**config.mk**
```make
export PLATFORM = sky130hd
export DESIGN_NAME = p2b_div
export DESIGN_NICKNAME = d
export VERILOG_FILES = /design/src/hdl/p2b_div.sv
export SDC_FILE = /design/constraint.sdc
export NUM_CORES = 1
export LEC_CHECK = 0
export BUFFER_PORTS_ARGS = -buffer_cell sky130_fd_sc_hd__buf_2
export CORE_ASPECT_RATIO = 1.1
export CORE_UTILIZATION = 50
export DETAILED_ROUTE_END_ITERATION = 6
export MAX_ROUTING_LAYER = met4
export PLACE_DENSITY = 0.78
export RECOVER_POWER = 100
export SLEW_MARGIN = 20
export SYNTH_ARGS = -nofsm -noshare
export SYNTH_HDL_FRONTEND = slang
export SYNTH_SLANG_ARGS = --single-unit
```
**constraint.sdc**
```tcl
create_clock -name clk -period 4.1 [get_ports clk]
set_input_delay 0.41 -clock clk [delete_from_list [all_inputs] [get_ports clk]]
set_output_delay 0.41 -clock clk [all_outputs]
set_load 0.01 [all_outputs]
```
**src/hdl/p2b_div.sv**
```systemverilog
module p2b_div #(
  parameter int W  = 34,
  parameter int DV = 7
) (
  input  logic          clk,
  input  logic          rst,
  input  logic          start,
  input  logic [W-1:0]  dividend,
  input  logic [DV-1:0] divisor,
  output logic          done,
  output logic [W-1:0]  quotient
);
  localparam int CNW = $clog2(W + 1);

  logic          busy;
  logic [CNW-1:0] cnt;
  logic [DV-1:0] rem;
  logic [DV:0]   shifted;
  logic [DV+1:0] diff;

  assign shifted = {rem, quotient[W-1]};
  assign diff    = {1'b0, shifted} - {2'b0, divisor};

  // Restoring divide, one quotient bit a cycle
  always_ff @(posedge clk) begin
    if (rst) begin
      busy <= 1'b0;
      done <= 1'b0;
    end else begin
      done <= 1'b0;
      if (start) begin
        busy     <= 1'b1;
        cnt      <= CNW'(W);
        rem      <= '0;
        quotient <= dividend;
      end else if (busy) begin
        if (diff[DV+1]) begin
          rem <= shifted[DV-1:0];
        end else begin
          rem <= diff[DV-1:0];
        end
        quotient <= {quotient[W-2:0], ~diff[DV+1]};
        cnt      <= cnt - 1'b1;
        if (cnt == CNW'(1)) begin
          busy <= 1'b0;
          done <= 1'b1;
        end
      end
    end
  end
endmodule
```
Word-level counts from Yosys, hierarchy flattened
Index checks and enable logic that the tools add are counted.

$add $sub $neg: 2. Eq/ne operators: 1. Mux-type cells: 9. Bitwise operators: 3. Reduce and logical (&&, ||, !) cells: 3.

Operators by type and width (count): $mux W34 (2); $mux W7 (2); $sub A8 B7 Y9 (1); $eq A6 B1 Y1 const B (1); $mux W6 (1); $sub A6 B1 Y6 const B (1); $mux W1 (4); $not A1 Y1 (3); $reduce_or A3 Y1 (1); $reduce_and A2 Y1 (1); $reduce_bool A2 Y1 (1).

Flip-flop bits (word level): 49. Output and inout port bits: 35.

Longest topological paths before layout
Gate-level depths: netlist of run 1.

Word-level depth: 4. Depth in mapped cells: 9. Gate-level depth less buffers: 8.

Worst setup path before layout of run 1
OpenSTA, ideal clock, no wires.

Kind: input to register. From: in start. To: reg cnt[0], enable pin. Library setup time: 452 ps. Arrival: 2752 ps. Required time: 3648 ps. Path slack: 895 ps. Stages: 3. Path through: clkbuf_1 -> nor2_1 -> nor2_1.

Cells in the longest elaborated chain, start to end: 2.

RTL lines: start, declared (line 7) `input logic start,`; $reduce_bool A2 Y1 (no line); $reduce_and A2 Y1 (no line); end signal, assigned (line 33) `cnt <= CNW'(W);`; end signal, assigned (line 43) `cnt <= cnt - 1'b1;`; end, declared (line 16) `logic [CNW-1:0] cnt;`.

No other way between the ends. A chain may end at the register's enable or synchronous reset.

Final worst setup path of run 1
From: in start. To: reg quotient[0] (data pin).

Cells in the longest elaborated chain, start to end: 1.

RTL lines: $mux W34 (line 31) `if (start) begin`; end signal, assigned (line 35) `quotient <= dividend;`; end signal, assigned (line 42) `quotient <= {quotient[W-2:0], ~diff[DV+1]};`; end, declared (line 11) `output logic [W-1:0] quotient`.

No other way between the ends.

==> results of run 1 <==
[worst reg2reg max path: cells and delay by family (launching register included)]
family / cells / cell delay [ps]
buffers and inverters: 1 / 530
AND/OR/NAND/NOR: 2 / 1290
flip-flops: 1 / 330
[layer usage]
layer	vias to the layer above	routed length (microns)
met4	0	16
met3	2	193
met5	-	0
li1	779	-
met1	745	2080
met2	51	2050
[power breakdown]
part,switching (mW),internal (mW)
clock,0.143,0.112
sequential,0.0186,0.595
combinational,0.0938,0.0890
total,0.256,0.796
[cell usage after synthesis, drive strengths merged]
cell type / number / area share
edfxtp: 47 / 0.59
mux2: 34 / 0.16
nor2: 19 / 0.030
inv: 11 / 0.017
ha: 9 / 0.047
buf: 5 / 0.014
mux2i: 4 / 0.017
a21oi: 3 / 0.0063
o21ai: 3 / 0.0063
xnor2: 3 / 0.011
a211oi: 2 / 0.0063
a21o: 2 / 0.0063
and3: 2 / 0.0057
dfxtp: 2 / 0.017
nand2: 2 / 0.0031
nor3: 2 / 0.0042
nor3b: 2 / 0.0083
o21a: 2 / 0.0063
xor2: 2 / 0.0073
a211o: 1 / 0.0036
a31oi: 1 / 0.0026
a41o: 1 / 0.0042
and2: 1 / 0.0026
clkbuf: 1 / 0.0016
fa: 1 / 0.0083
nand2b: 1 / 0.0026
nand3: 1 / 0.0021
nor2b: 1 / 0.0026
o311a: 1 / 0.0042
o31a: 1 / 0.0036
or3: 1 / 0.0026
[cell type report]
class	instances	area (sq um)
Clock buffer	5	68.8
Clock inverter	1	5.00
Fill cell	380	1760
Inverter	11	41.3
Multi-Input combinational cell	102	871
Sequential cell	49	1450
Tap cell	56	70.1
Timing Repair Buffer	80	357
[sequential cells by signal, summed over array words and instances, names as in the netlist]
register and cells:
cnt 6, rem 7, busy 1, done 1
quotient 34
[final timing paths]
| kind | cells past startpoint | slack [ps] | endpoint |
|---|---|---|---|
| setup / recovery | 4 | 1140 | quotient[0]$_DFFE_PP_ |
| hold reg to reg | 1 | 480 | done$_SDFF_PP0_ |
| hold / removal | 2 | 300 | done$_SDFF_PP0_ |
| setup reg to reg | 3 | 1620 | quotient[5]$_DFFE_PP_ |
[cells in the final DEF (no fill, tap or decap), types with 3 or more instances in the layout]
cell type	synthesis	layout
nor2_1	19	19
o21ai_0	3	3
buf_2	3	42
xnor2_1	3	3
clkbuf_8	0	5
edfxtp_1	47	47
mux2i_1	4	4
a21oi_1	3	3
ha_1	9	9
clkbuf_1	1	37
inv_1	11	11
mux2_2	34	34
[cell families after synthesis]
logic type      after synthesis  synth area share
compound gates               17            0.0495
xor+xnor                      5            0.0182
fa+ha+maj                    10            0.0552
buf+inv                      17            0.0328
flops                        49             0.604
mux                          38             0.176
simple gates                 32            0.0636
[metrics by stage]
step / power, mW / utilization / worst slack (ps) / instances / hold WS (ps)
global placement: 0.807 / 0.616 / 1680 / 298 / 466
detailed placement: 0.812 / 0.616 / 1580 / 298 / 476
floorplan: 0.749 / - / 895 / 168 / 454
global route: 1.10 / 0.620 / 774 / 304 / 291
finish: 1.05 / 0.620 / 1140 / 304 / 305
CTS: 1.07 / 0.632 / 1700 / 304 / 333
==> impl_metrics.py, run 1 <==
metrics = {
    "status": {
        "status": "complete, but fails checks",
        "failed_checks": "capacitance limit, slew limit",
    },
    "setup_path": {
        "worst_path_most_repeated_cell": "clkbuf_1",
        "critPathMaxStageDelay_ps": 1620,
        "endpoint_kind": "flip-flop",
        "critical_path_required_ps": 4150,
        "crit_family": "buffers and inverters",
        "critical_path.startpoint_type": "input port",
        "timing.critical_path.buf_inv": 3,
        "critical_path.reg2reg.startpoint": "busy$_SDFF_PP0_",
        "worstPathMaxFanout": 45,
        "startpoint": "start",
        "critPathKind": "input port to flip-flop",
        "path_cells": "clkbuf_1, clkbuf_1, inv_1, mux2_2",
        "cp.arrival_ps": 3020,
        "crit_path_top_delay_cell": "clkbuf_1",
    },
    "die": {
        "top_level_ports": 79,
        "die_width_microns": 68.1,
        "num_rows": 26,
        "chipHeight_microns": 74.7,
        "dieArea_sq_um": 5080,
        "initial_utilization": 0.520,
        "core_area_sq_um": 4620,
    },
    "drt": {
        "avgRoutedWirePerCell_microns": 14.3,
        "route.detailed.vias_per_inst": 5.19,
        "final_antenna_net_count": 0,
        "first_pass_iters": 4,
        "initialDrtViolationCount": 58,
        "drc_errors": 0,
        "num_vias": 1577,
        "routed_wirelength_microns": 4340,
    },
    "placed_design": {
        "placed_area_sq_um": 2850,
        "number_of_port_buffers": 78,
        "gp_weighted_congestion": 0.740,
        "hpwl_microns": 3220,
    },
    "finish": {
        "syn_to_layout_area_delta_pct": 19.3,
        "post_route_cells_drive_above_1_share": 0.343,
        "nNetsFinal": 303,
        "antenna_cells": 0,
        "finalInstanceArea_sq_um": 2860,
    },
    "sta": {
        "timing.final.crit_share": 0.723,
        "final_hold_viol_count": 0,
        "worst_pin_slew_ps": 2230,
        "timing.fmax_mhz": 337,
        "maxSlewHeadroom": -0.490,
        "setup-violations-final": 0,
        "grt_setup_unrepaired": "false",
        "period_needed_ps": 2960,
        "finalMaxSlewViolations": 69,
        "finalSetupTns_ps": 0,
        "worst_clock_skew_ps": 5.58,
    },
    "grt": {
        "antenna_found_initial": 0,
        "largest_net_degree_at_the_start_of_global_routing": 46,
        "global_route.usage.met2": 0.272,
        "grtUsageTotal": 0.187,
        "vias_in_the_first_global_route": 1453,
        "global_route.usage.met1": 0.256,
        "wire_length_of_the_first_global_routing_pass_microns": 6560,
        "grt.met3_usage": 0.0470,
        "global_route_total_overflow": 0,
        "grt_busiest_layer": "met2",
    },
    "clock_tree": {
        "clock_tree.buffer_depth": 2,
        "cts-htree-levels": 2,
        "tritoncts": "yes",
        "cts-resized-gates": 0,
        "path_clk_slew_ps": 80,
        "cts_root_buf": "clkbuf_8",
        "cts-hold-fix-buffers": 0,
        "cts.sink_count": 49,
        "tritoncts.num_buffers": 5,
        "worstSkewPairLatency_ps": 290,
        "post_cts_buffers": 0,
    },
    "synth": {
        "yosys_warnings": 0,
        "syn_inst": 168,
        "post_synth.cell_area_avg_sq_um": 14.3,
        "synth.lib_cells_used.distinct": 35,
        "number_of_register_bits_inferred_by_synthesis": 49,
        "synth.net_count": 222,
        "yosysSeqAreaShare": 0.604,
        "netlist_area_sq_um": 2400,
    },
    "pwr": {
        "vdd_ir_drop_max_uv": 220,
        "leakage_nw": 1.15,
        "power.density_nw_per_um2": 367,
    },
    "hold_path": {
        "hp-start": "rst",
        "hold_class": "input port to flip-flop",
    },
    "job": {
        "cap_viol_max_count": 2,
    },
}
No activity file was read; power rests on OpenSTA's default activity.
==> inputs of run 2 (changes only) <==
==> constraint.sdc (replaced) <==
create_clock -name clk -period 2.99 [get_ports clk]
set_input_delay 0.299 -clock clk [delete_from_list [all_inputs] [get_ports clk]]
set_output_delay 0.299 -clock clk [all_outputs]
set_load 0.01 [all_outputs]
==> impl_metrics.py, run 2 (synthesized netlist as in run 1, its figures left out) <==
metrics = {
    "drt": {
        "wl_met1_microns": 2020,
        "num_vias": 1579,
        "highest_layer": "met4",
        "route.detailed.vias_per_inst": 5.14,
        "first_pass_iters": 4,
        "routed_wirelength_microns": 4260,
        "met3RoutedLength_microns": 258,
        "drc_errors": 0,
        "avgRoutedWirePerCell_microns": 13.9,
        "initialDrtViolationCount": 34,
        "met2_wirelength_microns": 1930,
        "final_antenna_net_count": 0,
    },
    "pwr": {
        "power_frac_comb": 0.169,
        "vdd_ir_drop_max_uv": 321,
        "sequentialPowerShare": 0.580,
        "clockPowerShare": 0.252,
        "leakage_nw": 1.15,
        "power.density_nw_per_um2": 505,
        "cell_internal_pwr_mw": 1.10,
        "switching_component_of_the_power_mw": 0.352,
        "power.share.switching": 0.242,
    },
    "grt": {
        "vias_in_the_first_global_route": 1457,
        "largest_net_degree_at_the_start_of_global_routing": 27,
        "wire_length_of_the_first_global_routing_pass_microns": 6580,
        "grtUsageTotal": 0.186,
        "antenna_found_initial": 0,
        "global_route_total_overflow": 0,
    },
    "finish": {
        "layout.cells.most_common": "edfxtp_1",
        "largest_reg_flops": 34,
        "antenna_cells": 0,
        "syn_to_layout_area_delta_pct": 19.9,
        "regMostFlops": "quotient",
        "layout_common_cells": "edfxtp_1, buf_2, clkbuf_1",
        "post_route_cells_drive_above_1_share": 0.339,
        "top_regs": "quotient (34), rem (7), cnt (6)",
        "nNetsFinal": 304,
    },
    "die": {
        "dieArea_sq_um": 5080,
        "core_area_sq_um": 4620,
        "die_width_microns": 68.1,
        "chipHeight_microns": 74.7,
        "top_level_ports": 79,
        "initial_utilization": 0.520,
        "num_rows": 26,
    },
    "sta": {
        "maxSlewHeadroom": 0.347,
        "setup-violations-final": 0,
        "timing.final.crit_share": 0.798,
        "worst_slack_ps": 605,
        "finalSetupTns_ps": 0,
        "worst_clock_skew_ps": 6.34,
        "final_hold_viol_count": 0,
        "timing.fmax_mhz": 419,
        "worst_pin_slew_ps": 979,
        "period_needed_ps": 2390,
        "grt_setup_unrepaired": "false",
        "finalMaxSlewViolations": 0,
    },
    "placed_design": {
        "hpwl_microns": 3210,
        "gp_weighted_congestion": 0.702,
        "place_worst_setup_slack_ps": 593,
        "number_of_port_buffers": 78,
    },
    "clock_tree": {
        "cts-htree-levels": 2,
        "worstSkewPairLatency_ps": 290,
        "cts-hold-fix-buffers": 0,
        "cts_root_buf": "clkbuf_8",
        "clock_tree.buffer_depth": 2,
        "tritoncts.num_buffers": 5,
        "cts-resized-gates": 0,
        "path_clk_slew_ps": 80,
        "cts.sink_count": 49,
        "tritoncts": "yes",
        "post_cts_buffers": 0,
    },
    "setup_path": {
        "critical_path.startpoint_type": "flip-flop",
        "critical_path_required_ps": 3000,
        "reg2reg_depth": 8,
        "path_cells": "inv_1, ha_1, fa_1, nand2b_1, a21oi_1, a21o_1, mux2i_1, nor2_1",
        "worstPathMaxFanout": 10,
        "critPathKind": "flip-flop to flip-flop",
        "regToRegSetupSlack_ps": 600,
        "cp.arrival_ps": 2390,
        "endpoint_kind": "flip-flop",
        "critPathMaxStageDelay_ps": 400,
        "critical_path.reg2reg.startpoint": "quotient[33]$_DFFE_PP_",
        "crit_path_top_delay_cell": "fa_1",
        "r2r_end": "rem[4]$_SDFFCE_PP0P_",
    },
    "hold_path": {
        "hold_class": "input port to flip-flop",
        "min_to": "done$_SDFF_PP0_",
        "min_path_cells": 2,
        "hp-start": "rst",
    },
    "job": {
        "cap_viol_max_count": 0,
    },
    "status": {
        "status": "completed",
    },
}
-- run 2: power groups by stage --
stage / registers [mW] / logic, mW / clock network (mW)
6_report: 0.842 / 0.245 / 0.366
5_1_grt: 0.848 / 0.274 / 0.403
4_1_cts: 0.842 / 0.259 / 0.376
3_5_place_dp: 0.856 / 0.258 / 0
3_3_place_gp: 0.854 / 0.251 / 0
2_1_floorplan: 0.867 / 0.160 / 0
-- run 2: worst max-delay path, delay by kind of cell (launching register included) --
family                     cells  cell delay, ps
buffers and inverters          1              60
muxes                          1             230
AOI/OAI and AO/OA              2             610
and+or+nand+nor                2             210
DFF                            1             390
adders and majority gates      2             600
-- run 2: worst max-delay path by stage --
stage	start	cells past startpoint	slack [ps]	end
floorplan	start	3	680	cnt[0]$_SDFFCE_PP0P_
global placement	divisor[0]	8	680	rem[5]$_SDFFCE_PP0P_
detailed placement	quotient[33]$_DFFE_PP_	8	590	rem[4]$_SDFFCE_PP0P_
CTS	quotient[33]$_DFFE_PP_	8	590	rem[4]$_SDFFCE_PP0P_
global route	start	4	460	quotient[27]$_DFFE_PP_
finish	quotient[33]$_DFFE_PP_	8	600	rem[4]$_SDFFCE_PP0P_
-- run 2: metal layers --
metal	track usage	vias to the layer above
met4	0.0532	0
met5	-	-
met3	0.0576	7
li1	-	787
met1	0.249	729
met2	0.273	56
-- run 2: layout make-up --
cell class | count | area [sq um]
multi-input combinational | 102 | 873
inverter | 11 | 41.3
fill | 389 | 1740
clock buffer | 8 | 80.1
tap | 56 | 70.1
timing repair buffer | 81 | 362
sequential | 49 | 1450
-- run 2: through the flow --
step                      power, mW   util  cell area [sq um]  hold slack, ps  instances
final                          1.45  0.623               2880             228        307
after global placement         1.11  0.618               2850             462        299
after global routing           1.53  0.623               2880             227        307
after floorplan                1.03      -               2400             375        168
after detailed placement       1.11  0.618               2850             467        299
after CTS                      1.48  0.635               2930             219        307
==> inputs of run 3 (changes only) <==
--- a/config.mk
+++ b/config.mk
@@ -5,12 +5,13 @@
 export SDC_FILE = /design/constraint.sdc
 export NUM_CORES = 1
 export LEC_CHECK = 0
+export ABC_AREA = 1
 export BUFFER_PORTS_ARGS = -buffer_cell sky130_fd_sc_hd__buf_2
 export CORE_ASPECT_RATIO = 1.1
-export CORE_UTILIZATION = 50
+export CORE_UTILIZATION = 46
 export DETAILED_ROUTE_END_ITERATION = 6
 export MAX_ROUTING_LAYER = met4
-export PLACE_DENSITY = 0.78
+export PLACE_DENSITY = 0.75
 export RECOVER_POWER = 100
 export SLEW_MARGIN = 20
 export SYNTH_ARGS = -nofsm -noshare
==> constraint.sdc (replaced) <==
create_clock -name clk -period 2.16 [get_ports clk]
set_input_delay 0.216 -clock clk [delete_from_list [all_inputs] [get_ports clk]]
set_output_delay 0.216 -clock clk [all_outputs]
set_load 0.01 [all_outputs]
==> impl_metrics.py, run 3 <==
metrics = {
    "setup_path": {
        "worstPathMaxFanout": 8,
        "endpoint_kind": "flip-flop",
        "regToRegSetupSlack_ps": 200,
        "reg2reg_depth": 11,
        "cp.arrival_ps": 2030,
        "critical_path.startpoint_type": "flip-flop",
        "critPathKind": "flip-flop to flip-flop",
        "critical_path_required_ps": 2230,
    },
    "die": {
        "dieArea_sq_um": 5780,
        "num_rows": 27,
        "chipHeight_microns": 79.6,
        "top_level_ports": 79,
        "die_width_microns": 72.6,
        "core_area_sq_um": 5130,
        "initial_utilization": 0.491,
    },
    "synth": {
        "synth.lib_cells_used.distinct": 27,
        "synth_commonest_cells": "nand2_1, edfxtp_1, inv_1",
        "synth.area.mux_share": 0,
        "yosys_warnings": 0,
        "synth-main-ff-cell": "edfxtp_1",
        "synth.net_count": 335,
        "yosysMostFrequentCell": "nand2_1",
        "netlist_area_sq_um": 2520,
        "post_synth.cell_area_avg_sq_um": 8.97,
        "post_synth_xor_area_fraction": 0.00348,
        "synth_simple_gate_area_frac": 0.273,
        "async_reset_ff_frac": 0,
        "synth_compound_area_frac": 0.0437,
        "netlist_top_cells_area": "edfxtp_1, nand2_1, ha_1",
        "combinational_family_with_the_most_area_after_synthesis": "simple AND/OR/NAND/NOR gates",
        "synth_largest_area_cell": "edfxtp_1",
        "syn_inst": 281,
        "yosysSeqAreaShare": 0.576,
        "synth-edff-count": 47,
        "number_of_register_bits_inferred_by_synthesis": 49,
        "adder_cell_share_of_the_synthesized_area": 0.0526,
        "share_of_the_synthesized_area_in_the_top_cell_type": 0.560,
    },
    "pwr": {
        "leakage_nw": 1.43,
        "sequentialPowerShare": 0.560,
        "clockPowerShare": 0.264,
        "vdd_ir_drop_max_uv": 456,
        "power.share.switching": 0.266,
        "power_frac_comb": 0.176,
        "power.density_nw_per_um2": 687,
        "switching_component_of_the_power_mw": 0.555,
        "cell_internal_pwr_mw": 1.53,
    },
    "grt": {
        "vias_in_the_first_global_route": 1951,
        "wire_length_of_the_first_global_routing_pass_microns": 8320,
        "grtUsageTotal": 0.194,
        "global_route_total_overflow": 0,
        "antenna_found_initial": 0,
        "largest_net_degree_at_the_start_of_global_routing": 45,
    },
    "clock_tree": {
        "cts-hold-fix-buffers": 0,
        "cts_root_buf": "clkbuf_8",
        "cts-htree-levels": 2,
        "cts.sink_count": 49,
        "post_cts_buffers": 0,
        "worstSkewPairLatency_ps": 300,
        "tritoncts": "yes",
        "path_clk_slew_ps": 90,
        "tritoncts.num_buffers": 5,
        "clock_tree.buffer_depth": 2,
        "cts-resized-gates": 0,
    },
    "finish": {
        "layout_common_cells": "nand2_1, edfxtp_1, buf_2",
        "final.fill_count": 470,
        "post_route_cells_drive_above_1_share": 0.166,
        "regMostFlops": "quotient",
        "multi_input_area_sq_um": 946,
        "layout.cells.most_common": "nand2_1",
        "antenna_cells": 0,
        "nNetsFinal": 415,
        "finalInstanceArea_sq_um": 3040,
        "top_regs": "quotient (34), rem (7), cnt (6)",
        "largest_reg_flops": 34,
        "layout.area.seq_sq_um": 1450,
        "syn_to_layout_area_delta_pct": 20.6,
    },
    "placed_design": {
        "number_of_port_buffers": 78,
        "placed_area_sq_um": 3000,
        "place_worst_setup_slack_ps": 207,
        "hpwl_microns": 3610,
        "gp_weighted_congestion": 0.806,
    },
    "hold_path": {
        "min_path_cells": 2,
        "hold_class": "input port to flip-flop",
    },
    "drt": {
        "first_pass_iters": 4,
        "routed_wirelength_microns": 4980,
        "num_vias": 2085,
        "avgRoutedWirePerCell_microns": 11.5,
        "drc_errors": 0,
        "final_antenna_net_count": 0,
        "route.detailed.vias_per_inst": 4.80,
        "initialDrtViolationCount": 64,
    },
    "sta": {
        "timing.fmax_mhz": 510,
        "worst_pin_slew_ps": 916,
        "grt_setup_unrepaired": "false",
        "finalMaxSlewViolations": 0,
        "period_needed_ps": 1960,
        "final_hold_viol_count": 0,
        "finalSetupTns_ps": 0,
        "maxSlewHeadroom": 0.390,
        "worst_clock_skew_ps": 10.3,
        "setup-violations-final": 0,
        "worst_slack_ps": 198,
        "timing.final.crit_share": 0.908,
    },
    "status": {
        "status": "completed",
    },
    "job": {
        "cap_viol_max_count": 0,
    },
}
-- run 3: per-layer routing --
| metal | GRT usage | vias up | share of wire |
|---|---|---|---|
| met1 | 0.245 | 948 | 0.47 |
| met2 | 0.308 | 68 | 0.45 |
| met4 | 0.0647 | 0 | 0.016 |
| li1 | - | 1060 | - |
| met3 | 0.0455 | 9 | 0.059 |
| met5 | - | - | 0 |
-- run 3: path summary, 6_finish.rpt --
check | start | to
setup / recovery | quotient[33]$_DFFE_PP_ | rem[5]$_SDFFCE_PP0P_
hold / removal | rst | done$_SDFF_PP0_
setup reg to reg | quotient[33]$_DFFE_PP_ | rem[5]$_SDFFCE_PP0P_
hold reg to reg | busy$_SDFF_PP0_ | done$_SDFF_PP0_
-- run 3: kinds of logic (layout without fill, tap and decap cells) --
logic type / after synthesis / after routing
compound gates: 17 / 17
xor+xnor: 1 / 1
fa+ha+maj: 10 / 10
buf+inv: 34 / 115
flops: 49 / 49
simple gates: 170 / 170
-- run 3: layout make-up --
| type | instances | share of cell area |
|---|---|---|
| well taps | 72 | 0.0297 |
| repair buffers | 82 | 0.121 |
| clock buffers | 8 | 0.0297 |
| flip-flops and latches | 49 | 0.478 |
| multi-input cells | 198 | 0.311 |
| inverters | 25 | 0.0309 |
-- run 3: through the flow --
stage | utilization | instances | power, mW | hold slack, ps
final | 0.592 | 434 | 2.09 | 130
after floorplan | - | 281 | 1.43 | 293
after detailed placement | 0.585 | 426 | 1.57 | 452
after global routing | 0.592 | 434 | 2.19 | 136
after CTS | 0.602 | 434 | 2.13 | 116
after global placement | 0.585 | 426 | 1.56 | 447
-- run 3: critical path, stage by stage (launching register included) --
cell	delay, ps
edfxtp_1	380
inv_1	50
ha_1	200
fa_1	400
inv_1	70
nand2_1	40
nand2_1	110
nand3_2	150
nand2_4	150
nand3_1	100
nand2_1	60
inv_1	30
-- run 3: power by group through the flow --
| stage | Clock (mW) | Sequential (mW) | Combinational [mW] |
|---|---|---|---|
| finish | 0.552 | 1.17 | 0.367 |
| CTS | 0.576 | 1.17 | 0.384 |
| global placement | 0 | 1.19 | 0.373 |
| detailed placement | 0 | 1.18 | 0.384 |
| floorplan | 0 | 1.20 | 0.230 |
| global route | 0.595 | 1.18 | 0.424 |
